<file path="src/rtl/core/assert_macros.svh">
// Assertion macros for the resampler RTL.
`ifndef ASSERT_MACROS_SVH
`define ASSERT_MACROS_SVH

// Checked only while out of reset.
`define ASSERT_RST(label, clk, rst_n, prop) \
  label: assert property (@(posedge clk) disable iff (!rst_n) prop) \
    else $error("assertion failed");

// Checked at every edge, reset included.
`define ASSERT_ALWAYS(label, clk, prop) \
  label: assert property (@(posedge clk) prop) \
    else $error("assertion failed");

`endif

</file>
<file path="src/rtl/core/lirs_pkg.sv">
// Types and constants for the linear interpolation resampler.
package lirs_pkg;

  localparam int SampleBits = 16;
  localparam int Channels   = 2;
  localparam int RateBits   = 18;
  localparam int ResidBits  = 19;
  localparam int FracBits   = 16;
  localparam int QuoBits    = FracBits + 1;
  localparam int NumBits    = RateBits + QuoBits;
  localparam int MaxOut     = 24;
  localparam int CntBits    = 5;
  localparam int CfgIdxBits = 2;
  localparam int ChanBits   = 2;
  localparam int ProdBits   = (SampleBits + 1) + (QuoBits + 1);

  typedef enum logic [CfgIdxBits-1:0] {
    CfgSrcRate   = 2'd0,
    CfgDstRate   = 2'd1,
    CfgChanCount = 2'd2
  } cfg_reg_e;

  typedef enum logic [2:0] {
    StIdle,
    StChk,
    StDiv,
    StMul,
    StPut
  } state_e;

  typedef struct packed {
    logic signed [SampleBits-1:0] sample_ch0;
    logic signed [SampleBits-1:0] sample_ch1;
  } in_beat_t;

  typedef struct packed {
    logic signed [SampleBits-1:0] out_ch0;
    logic signed [SampleBits-1:0] out_ch1;
    logic                         last;
  } out_beat_t;

  typedef struct packed {
    logic [CfgIdxBits-1:0] index;
    logic [RateBits-1:0]   data;
  } cfg_beat_t;

  typedef struct packed {
    logic load_in;
    logic start_div;
    logic div_step;
    logic mul;
    logic emit;
    logic last;
    logic finish;
  } dp_cmd_t;

  typedef struct packed {
    logic resid_lt_dst;
    logic next_lt_dst;
    logic out_free;
  } dp_status_t;

endpackage

</file>
<file path="src/rtl/core/lirs_stream_if.sv">
// Valid/ready channel carrying one payload beat.
interface lirs_stream_if #(
  parameter type payload_t = logic
);
  logic     valid;
  logic     ready;
  payload_t data;

  modport source (output valid, output data, input ready);
  modport sink   (input valid, input data, output ready);
endinterface

</file>
<file path="src/rtl/core/lirs_ctrl.sv">
// Sequencer: input acceptance, divider iterations and result emission.
`include "assert_macros.svh"

module lirs_ctrl (
  input  logic                clk_i,
  input  logic                rst_ni,
  input  logic                in_valid_i,
  output logic                in_ready_o,
  input  lirs_pkg::dp_status_t status_i,
  output lirs_pkg::dp_cmd_t    cmd_o
);

  lirs_pkg::state_e                state_q, state_d;
  logic [lirs_pkg::CntBits-1:0]    bit_cnt_q, bit_cnt_d;
  logic [lirs_pkg::CntBits-1:0]    out_cnt_q, out_cnt_d;

  always_ff @(posedge clk_i or negedge rst_ni) begin
    if (!rst_ni) begin
      state_q   <= lirs_pkg::StIdle;
      bit_cnt_q <= '0;
      out_cnt_q <= '0;
    end else begin
      state_q   <= state_d;
      bit_cnt_q <= bit_cnt_d;
      out_cnt_q <= out_cnt_d;
    end
  end

  always_comb begin
    state_d    = state_q;
    bit_cnt_d  = bit_cnt_q;
    out_cnt_d  = out_cnt_q;
    cmd_o      = '0;
    in_ready_o = 1'b0;
    unique case (state_q)
      lirs_pkg::StIdle: begin
        in_ready_o = 1'b1;
        if (in_valid_i) begin
          cmd_o.load_in = 1'b1;
          out_cnt_d     = '0;
          state_d       = lirs_pkg::StChk;
        end
      end
      lirs_pkg::StChk: begin
        if (status_i.resid_lt_dst &&
            out_cnt_q != lirs_pkg::CntBits'(lirs_pkg::MaxOut)) begin
          cmd_o.start_div = 1'b1;
          bit_cnt_d       = '0;
          state_d         = lirs_pkg::StDiv;
        end else begin
          cmd_o.finish = 1'b1;
          state_d      = lirs_pkg::StIdle;
        end
      end
      lirs_pkg::StDiv: begin
        cmd_o.div_step = 1'b1;
        bit_cnt_d      = bit_cnt_q + 1'b1;
        if (bit_cnt_q == lirs_pkg::CntBits'(lirs_pkg::QuoBits - 1)) begin
          state_d = lirs_pkg::StMul;
        end
      end
      lirs_pkg::StMul: begin
        cmd_o.mul = 1'b1;
        state_d   = lirs_pkg::StPut;
      end
      lirs_pkg::StPut: begin
        if (status_i.out_free) begin
          cmd_o.emit = 1'b1;
          cmd_o.last = !status_i.next_lt_dst ||
                       out_cnt_q == lirs_pkg::CntBits'(lirs_pkg::MaxOut - 1);
          out_cnt_d  = out_cnt_q + 1'b1;
          state_d    = lirs_pkg::StChk;
        end
      end
      default: begin
        state_d = lirs_pkg::StIdle;
      end
    endcase
  end

  `ASSERT_RST(a_out_cnt_cap, clk_i, rst_ni, out_cnt_q <= lirs_pkg::CntBits'(lirs_pkg::MaxOut))
  `ASSERT_RST(a_emit_needs_room, clk_i, rst_ni, cmd_o.emit |-> status_i.out_free)
  `ASSERT_RST(a_cap_ends_item, clk_i, rst_ni,
              (state_q == lirs_pkg::StChk &&
               out_cnt_q == lirs_pkg::CntBits'(lirs_pkg::MaxOut)) |=>
              state_q == lirs_pkg::StIdle)

endmodule

</file>
<file path="src/rtl/core/lirs_dp.sv">
// Datapath: config registers, residual, fraction divider, interpolation and output register.
module lirs_dp (
  input  logic                 clk_i,
  input  logic                 rst_ni,
  input  logic                 cfg_valid_i,
  input  lirs_pkg::cfg_beat_t  cfg_i,
  input  lirs_pkg::in_beat_t   in_i,
  input  lirs_pkg::dp_cmd_t    cmd_i,
  output lirs_pkg::dp_status_t status_o,
  output logic                 out_valid_o,
  input  logic                 out_ready_i,
  output lirs_pkg::out_beat_t  out_o
);

  localparam int SB = lirs_pkg::SampleBits;
  localparam int RB = lirs_pkg::RateBits;
  localparam int XB = lirs_pkg::ResidBits;
  localparam int QB = lirs_pkg::QuoBits;
  localparam int NB = lirs_pkg::NumBits;
  localparam int PB = lirs_pkg::ProdBits;

  logic [RB-1:0]                src_q, dst_q;
  logic [lirs_pkg::ChanBits-1:0] chan_q;
  logic [XB-1:0]                resid_q;
  logic signed [SB-1:0]         prev_q [2];
  logic signed [SB-1:0]         cur_q  [2];
  logic [RB-1:0]                rem_q;
  logic [QB-1:0]                numsh_q;
  logic [QB-1:0]                quo_q;
  logic signed [PB-1:0]         prod_q [2];
  logic                         out_valid_q;
  lirs_pkg::out_beat_t          out_q;

  logic [XB-1:0]                resid_nxt;
  logic [NB-1:0]                num;
  logic [RB:0]                  trial;
  logic                         trial_ge;
  logic                         two_ch;
  logic signed [SB-1:0]         interp [2];

  assign resid_nxt = resid_q + {1'b0, src_q};
  assign num = {resid_q[RB-1:0], {lirs_pkg::FracBits{1'b0}}} + NB'(dst_q >> 1);
  assign trial = {rem_q, numsh_q[QB-1]};
  assign trial_ge = trial >= {1'b0, dst_q};
  assign two_ch = (chan_q >= 2'd2) && (lirs_pkg::Channels >= 2);

  assign status_o.resid_lt_dst = resid_q < {1'b0, dst_q};
  assign status_o.next_lt_dst  = resid_nxt < {1'b0, dst_q};
  assign status_o.out_free     = !out_valid_q || out_ready_i;

  always_comb begin
    logic signed [PB-1:0] rnd;
    for (int k = 0; k < 2; k++) begin
      rnd = (prod_q[k] + PB'(signed'(33'sd32768))) >>> lirs_pkg::FracBits;
      interp[k] = prev_q[k] + rnd[SB-1:0];
    end
  end

  always_ff @(posedge clk_i or negedge rst_ni) begin
    if (!rst_ni) begin
      src_q       <= RB'(44100);
      dst_q       <= RB'(48000);
      chan_q      <= 2'd2;
      resid_q     <= '0;
      prev_q[0]   <= '0;
      prev_q[1]   <= '0;
      out_valid_q <= 1'b0;
    end else begin
      if (cfg_valid_i) begin
        unique case (lirs_pkg::cfg_reg_e'(cfg_i.index))
          lirs_pkg::CfgSrcRate:   src_q  <= cfg_i.data;
          lirs_pkg::CfgDstRate:   dst_q  <= cfg_i.data;
          lirs_pkg::CfgChanCount: chan_q <= cfg_i.data[lirs_pkg::ChanBits-1:0];
          default: ;
        endcase
      end
      if (cmd_i.emit) begin
        resid_q <= resid_nxt;
      end else if (cmd_i.finish) begin
        resid_q   <= status_o.resid_lt_dst ? '0 : resid_q - {1'b0, dst_q};
        prev_q[0] <= cur_q[0];
        prev_q[1] <= cur_q[1];
      end
      if (cmd_i.emit) begin
        out_valid_q <= 1'b1;
      end else if (out_ready_i) begin
        out_valid_q <= 1'b0;
      end
    end
  end

  always_ff @(posedge clk_i) begin
    if (cmd_i.load_in) begin
      cur_q[0] <= in_i.sample_ch0;
      cur_q[1] <= in_i.sample_ch1;
    end
    if (cmd_i.start_div) begin
      rem_q   <= num[NB-1:QB];
      numsh_q <= num[QB-1:0];
      quo_q   <= '0;
    end else if (cmd_i.div_step) begin
      rem_q   <= trial_ge ? RB'(trial - {1'b0, dst_q}) : trial[RB-1:0];
      numsh_q <= {numsh_q[QB-2:0], 1'b0};
      quo_q   <= {quo_q[QB-2:0], trial_ge};
    end
    if (cmd_i.mul) begin
      for (int k = 0; k < 2; k++) begin
        prod_q[k] <= PB'(($signed({cur_q[k][SB-1], cur_q[k]}) -
                          $signed({prev_q[k][SB-1], prev_q[k]})) *
                         $signed({1'b0, quo_q}));
      end
    end
    if (cmd_i.emit) begin
      out_q.out_ch0 <= interp[0];
      out_q.out_ch1 <= two_ch ? interp[1] : '0;
      out_q.last    <= cmd_i.last;
    end
  end

  assign out_valid_o = out_valid_q;
  assign out_o       = out_q;

endmodule

</file>
<file path="src/rtl/core/linear_interp_resampler_top.sv">
// Each output: check, 17-step fraction divider, multiply, output load; the output load
// waits while the output register is still full. A new input beat is taken only after
// the last output of the previous one is loaded. The shared radix-2 divider sets the pace.
// Output register lets the next fraction compute while a result waits.
// Async active-low reset: rates 44100/48000, two channels, residual and history zero.
module linear_interp_resampler_top (
  input logic          clk_i,
  input logic          rst_ni,
  lirs_stream_if.sink   cfg_i,
  lirs_stream_if.sink   in_i,
  lirs_stream_if.source out_o
);

  lirs_pkg::dp_cmd_t    cmd;
  lirs_pkg::dp_status_t status;

  assign cfg_i.ready = 1'b1;

  lirs_ctrl u_ctrl (
    .clk_i      (clk_i),
    .rst_ni     (rst_ni),
    .in_valid_i (in_i.valid),
    .in_ready_o (in_i.ready),
    .status_i   (status),
    .cmd_o      (cmd)
  );

  lirs_dp u_dp (
    .clk_i       (clk_i),
    .rst_ni      (rst_ni),
    .cfg_valid_i (cfg_i.valid),
    .cfg_i       (cfg_i.data),
    .in_i        (in_i.data),
    .cmd_i       (cmd),
    .status_o    (status),
    .out_valid_o (out_o.valid),
    .out_ready_i (out_o.ready),
    .out_o       (out_o.data)
  );

endmodule

</file>
<file path="src/flat_wrapper.sv">
// flat-port wrapper written by rule: the top's interface ports become plain ports
module linear_interp_resampler_top_flat 
  (clk_i, rst_ni, cfg_i_valid, cfg_i_data, cfg_i_ready, in_i_valid, in_i_data, in_i_ready, out_o_valid, out_o_data, out_o_ready);
  lirs_stream_if #(.payload_t(lirs_pkg::cfg_beat_t)) cfg_i_i ();
  lirs_stream_if #(.payload_t(lirs_pkg::in_beat_t)) in_i_i ();
  lirs_stream_if #(.payload_t(lirs_pkg::out_beat_t)) out_o_i ();
  input logic clk_i;
  input logic rst_ni;
  input wire logic [$bits(cfg_i_i.valid)-1:0] cfg_i_valid;
  input wire logic [$bits(cfg_i_i.data)-1:0] cfg_i_data;
  output wire logic [$bits(cfg_i_i.ready)-1:0] cfg_i_ready;
  input wire logic [$bits(in_i_i.valid)-1:0] in_i_valid;
  input wire logic [$bits(in_i_i.data)-1:0] in_i_data;
  output wire logic [$bits(in_i_i.ready)-1:0] in_i_ready;
  output wire logic [$bits(out_o_i.valid)-1:0] out_o_valid;
  output wire logic [$bits(out_o_i.data)-1:0] out_o_data;
  input wire logic [$bits(out_o_i.ready)-1:0] out_o_ready;
  assign cfg_i_i.valid = cfg_i_valid;
  assign cfg_i_i.data = cfg_i_data;
  assign cfg_i_ready = cfg_i_i.ready;
  assign in_i_i.valid = in_i_valid;
  assign in_i_i.data = in_i_data;
  assign in_i_ready = in_i_i.ready;
  assign out_o_valid = out_o_i.valid;
  assign out_o_data = out_o_i.data;
  assign out_o_i.ready = out_o_ready;
  linear_interp_resampler_top u_core (.clk_i(clk_i), .rst_ni(rst_ni), .cfg_i(cfg_i_i), .in_i(in_i_i), .out_o(out_o_i));
endmodule
</file>
<file path="config.mk">
export PLATFORM = sky130hd
export DESIGN_NAME = linear_interp_resampler_top_flat
export DESIGN_NICKNAME = d
export VERILOG_FILES = /design/src/rtl/core/lirs_pkg.sv /design/src/rtl/core/lirs_stream_if.sv /design/src/rtl/core/lirs_ctrl.sv /design/src/rtl/core/lirs_dp.sv /design/src/rtl/core/linear_interp_resampler_top.sv /design/src/flat_wrapper.sv
export VERILOG_INCLUDE_DIRS = /design/src /design/src/rtl/core
export SDC_FILE = /design/constraint.sdc
export NUM_CORES = 2
export LEC_CHECK = 0
export BUFFER_PORTS_ARGS = -buffer_cell sky130_fd_sc_hd__buf_2
export CAP_MARGIN = 40
export CELL_PAD_IN_SITES_DETAIL_PLACEMENT = 0
export CELL_PAD_IN_SITES_GLOBAL_PLACEMENT = 1
export CORE_MARGIN = 5
export CORE_UTILIZATION = 40
export CTS_CLUSTER_SIZE = 25
export DETAILED_ROUTE_END_ITERATION = 10
export PLACE_DENSITY_LB_ADDON = 0.1
export REMOVE_ABC_BUFFERS = 1
export SKIP_LAST_GASP = 1
export SYNTH_ARGS = -nofsm -noshare
export SYNTH_HDL_FRONTEND = slang
export SYNTH_SLANG_ARGS = --single-unit
export TNS_END_PERCENT = 50
</file>
<file path="constraint.sdc">
create_clock -name clk_i -period 15.9 [get_ports clk_i]
set_clock_uncertainty 0.1 [all_clocks]
set_input_delay 2.385 -clock clk_i [delete_from_list [all_inputs] [get_ports clk_i]]
set_output_delay 2.385 -clock clk_i [all_outputs]
set_load 0.02 [all_outputs]
</file>
# After elaboration in Yosys (flattened, before gate mapping)
# Memories as Yosys holds them, arrays and structs flattened.
# Cells that the tools add are included.
# word_totals
register_bits,188
ram_bits,102
inputBits,57
out_inout_bits,36
memories,2
# classes
add_sub_neg,12
n_mul,2
order_cmp,4
eq_ne,13
muxes,35
n_bitwise,1
n_reduce_logical,20
# mem_list
name,words,word_bits,read_ports,rd_ports_with_merged_regs,write_ports,line_no,source
u_core.u_dp.prod_q,2,35,2,0,2,lirs_dp.sv:30,logic signed [PB-1:0] prod_q [2];
u_core.u_dp.cur_q,2,16,2,0,2,lirs_dp.sv:26,logic signed [SB-1:0] cur_q [2];
# op_table
op,n
17-bit by 18-bit multiplier with 35-bit output,2
32-bit by 17-bit adder with 32-bit output (second input constant),2
19-bit 2-to-1 mux,3
18-bit 2-to-1 mux,3
19-bit by 18-bit < comparator with 1-bit output,2
34-bit by 17-bit adder with 35-bit output,1
17-bit 2-to-1 mux,2
16-bit by 16-bit subtractor with 17-bit output,2
16-bit adder,2
5-bit case mux with 2 select lines,2
19-bit by 18-bit adder with 19-bit output,1
19-bit by 18-bit >= comparator with 1-bit output,1
19-bit by 18-bit subtractor with 19-bit output,1
18-bit subtractor,1
1-bit 2-to-1 mux,15
5-bit 2-to-1 mux,3
3-bit case mux with 5 select lines,1
2-bit AND reduction,6
5-bit by 1-bit adder with 5-bit output (second input constant),2
5-bit == test (second input constant),2
2-bit nonzero test,5
3-bit 2-to-1 mux,3
3-bit by 2-bit == test with 1-bit output (second input constant),2
2-bit 2-to-1 mux,3
15 further kinds,20

# Logic depth before layout (Yosys ltp)
# logic_depth
depth_word,8
ltp_mapped,35
mapped_depth_nobuf,34

# Hierarchy
# From an unflattened synthesis, not the netlist that was laid out.
# hier_totals
hier_cells,3673
area_unflattened_um2,34458.0
# modules_own_cells
mod,instances,cells_each,area_each_um2
lirs_dp,1,3582,33587.2
lirs_ctrl,1,89,859.6
linear_interp_resampler_top,1,2,11.3

# Least setup slack after synthesis
# OpenSTA, ideal clock, no wires.
# synth_timing
kind,reg2reg
start,"register u_core.u_dp.prev_q[1] in the netlist's numbering, read port of u_core.u_dp.cur_q"
end,"memory u_core.u_dp.prod_q[0][59] in the netlist's numbering, data pin"
t_arrival_ns,8.112
setup_slack_ns,7.429
path_stages_with_launch,33
synth_period_minus_slack_ns,8.471
path_cell_list,dfrtp_1 -> inv_1 -> ha_1 -> nor2b_1 -> o31a_1 -> o41ai_2 -> o21ai_1 -> o41ai_2 -> o21ai_1 -> o21a_1 -> nor2_1 -> xnor2_1 -> clkbuf_1 -> nand2_1 -> fa_1 -> fa_1 -> inv_1 -> fa_1 -> fa_1 -> fa_1 -> inv_1 -> fa_1 -> inv_1 -> ha_1 -> a21oi_1 -> o22ai_1 -> or3_1 -> or4_1 -> and3_4 -> a41o_1 -> and2_1 -> o21a_1 -> o31a_1
# synth_rtl
item,line_no,source
start: declaration,lirs_dp.sv:25,logic signed [SB-1:0] prev_q [2];
end: declaration,lirs_dp.sv:30,

==> impl_metrics.ini <==
[run]
maxCapViolCount = 0

[setup_path]
reg2regPathDepth = 33
start_kind = register
arrival_ns = 9.33
slowest_stage = fa_1
path_buf_inv = 5
path_common_cell = fa_1
cp_data_required_time_ns = 16.07
critPathCaptureType = register
slowest_delay_ns = 0.50
cp_top_family = adder cells
rr_startpoint = u_core.u_dp.prev_q[1]
path_class = reg2reg
critPathLaunch = u_core.u_dp.prev_q[1]
regToRegSetupSlack_ns = 6.74
r2r-end = u_core.u_dp.prod_q[0][63]
cp_max_fo = 16

[cells_and_area]
syn_to_final_growth_pct = 9.23
num-nets-final = 4503
drive_gt1_share_pct = 9.30

[timing]
finalWorstPathRequiredPeriod_ns = 9.16
fin_tns_setup_ns = 0
slew_headroom_pct = 38.7
finalHoldViolCount = 0
max_freq_ghz = 0.109
rsz0062_at_grt = false
finalCritPeriodShare_pct = 57.6
setup_viol = 0
report.final.slew_viol_count = 0
worst-slew-pin-transition_ns = 0.918

[synth]
syn-instance-count = 3583
synth_edf_count = 134
yosys-top-cells-area = fa_1, ha_1, edfxtp_1
synth_flop_cell = edfxtp_1
ys_types = 84
synth_warnings = 0
syn_area_um2 = 33900
synth_common_cells = inv_1, fa_1, nand2_1
synth_async_sr_flop_share_pct = 40.3
synth_top_area_cell = fa_1
synth_top_area_share_pct = 26.8
ys_seq_area_share_pct = 20.5
synth_most_common_cell = inv_1
syn-mean-instance-area_um2 = 9.45
ys_seq_elements = 253

[route]
ant_nets = 0
drc = 0
firstDrtPassIters = 5
via_count = 24500
drt_iter0_drc = 1149
routedWlPerCell_um = 19.0
vias_per_cell = 5.11
routed_wirelength_mm = 91.1

[global_route]
grt_max_degree = 63
grt-ovfl-total = 0
grt_pass1_wl_mm = 148
grt_pass1_vias = 26500
antenna_found_initial = 2
grt_usage_pct = 20.5

[clock_network]
cts_buffer_depth = 3
cts_max_level = 2
clk_latency_ns = 0.56
cts_tree = done
cts_hold_buf = 0
cts_sinks = 253
cts_buffers = 34
cts_root_buf = clkbuf_16
cts.clk_slew.worst_paths_ns = 0.06
post_cts_resize_count = 0
cts_setup_buffers = 0

[hold_path]
min_from = u_core.u_dp.cur_q[0][2]
hold_class = reg2reg
hold-path-cell-count = 1
min_to = u_core.u_dp.prev_q[18]

[placed_design]
hpwl_mm = 70.0
port_buffers = 91
gp_congestion = 0.850

[floorplan]
start_util_pct = 40.4
fp.coreArea_um2 = 83800
die_x_um = 301
row_count = 106
dieArea_um2 = 90600
dieHeight_um = 301
io_pins = 93

[status]
outcome = completed
area by class of cell:
class                      instances  area (µm²)
fill                            8254       46800
multi-input combinational       2547       24000
clock inverter                    21         231
timing repair buffer             157        1030
antenna                            1        2.50
inverter                         647        2430
sequential                       253        6940
clock buffer                      41         908
tap                             1134        1420
metal layers:
metal  global-route usage [%]  part of all wire (%)  up-vias  wire [µm]
met3                     1.46                   2.7       88       2450
li1                         -                     -    11500          -
met1                     27.3                    45    12500      41200
met5                        0                     0        -          0
met4                     4.29                   1.9        0       1740
met2                     37.0                    50      358      45700
worst max path at each step:
stage | endpoint | slack [ns] | cells after the start
after floorplan | u_core.u_dp.prod_q[0][59] | 7.50 | 31
after global placement | u_core.u_dp.prod_q[0][66] | 6.84 | 33
after detailed placement | u_core.u_dp.prod_q[0][63] | 6.75 | 33
after CTS | u_core.u_dp.prod_q[0][63] | 6.70 | 33
after global routing | u_core.u_dp.prod_q[0][63] | 6.15 | 33
final | u_core.u_dp.prod_q[0][63] | 6.74 | 33
layout by cell type, fill, tap and decap left out, types with 6 or more instances in the layout:
cell,netlist,final
clkinv_2,0,6
a21o_1,44,44
nand2_1,410,410
buf_4,1,59
fa_1,453,453
and2_1,200,199
edfxtp_1,134,134
o21ai_0,65,65
a31o_2,6,6
a21oi_1,120,120
xnor2_1,131,128
a221o_1,8,8
o31a_1,7,7
clkinv_4,0,6
o211ai_1,10,10
inv_1,646,645
o21bai_1,20,20
nand3_1,68,67
o21ai_1,10,10
or2_2,13,13
nor3_1,38,38
nand4_1,16,16
clkbuf_16,0,35
a31oi_1,14,14
nand2b_1,28,28
mux2_2,66,66
nor2b_1,97,97
mux2i_1,11,11
and3_1,34,34
a211oi_1,6,6
dfrtp_1,88,88
xor2_1,51,51
dfxtp_1,17,16
buf_2,0,91
ha_1,353,353
dfstp_2,14,14
o21a_1,32,32
nor2_1,125,122
or3_1,13,13
kinds of logic after synthesis:
logic type      Yosys count  share of synthesized area [%]
simple gates           1072                           15.6
fa+ha+maj               806                           39.8
buf+inv                 783                           8.69
compound gates          408                           8.11
flops                   253                           20.5
xor+xnor                183                           4.77
mux                      77                           2.52
other cells               1                         0.0111
registers in the layout (all words and copies together), names as in the netlist, 18 cells and up:
name                 flops
u_core.u_dp.cur_q       32
u_core.u_dp.dst_q       18
u_core.u_dp.out_o       33
u_core.u_dp.prev_q      32
u_core.u_dp.prod_q      34
u_core.u_dp.rem_q       18
u_core.u_dp.resid_q     19
u_core.u_dp.src_q       18
metrics by stage:
stage          utilization, %  instances  hold slack [ns]  setup slack, ns  cell area (µm²)
6_report                 44.1       4801            0.405             6.74            37000
5_1_grt                  44.1       4800            0.422             6.15            37000
4_1_cts                  44.1       4800            0.402             6.70            37000
3_5_place_dp             42.8       4738            0.398             6.75            35900
3_3_place_gp             42.6       4730            0.389             6.84            35700
2_1_floorplan               -       3447            0.380             7.50            33400
Power is left out: the tool's default activity adds up to more than one toggle a clock period on the data nets, which glitch-free logic cannot reach.
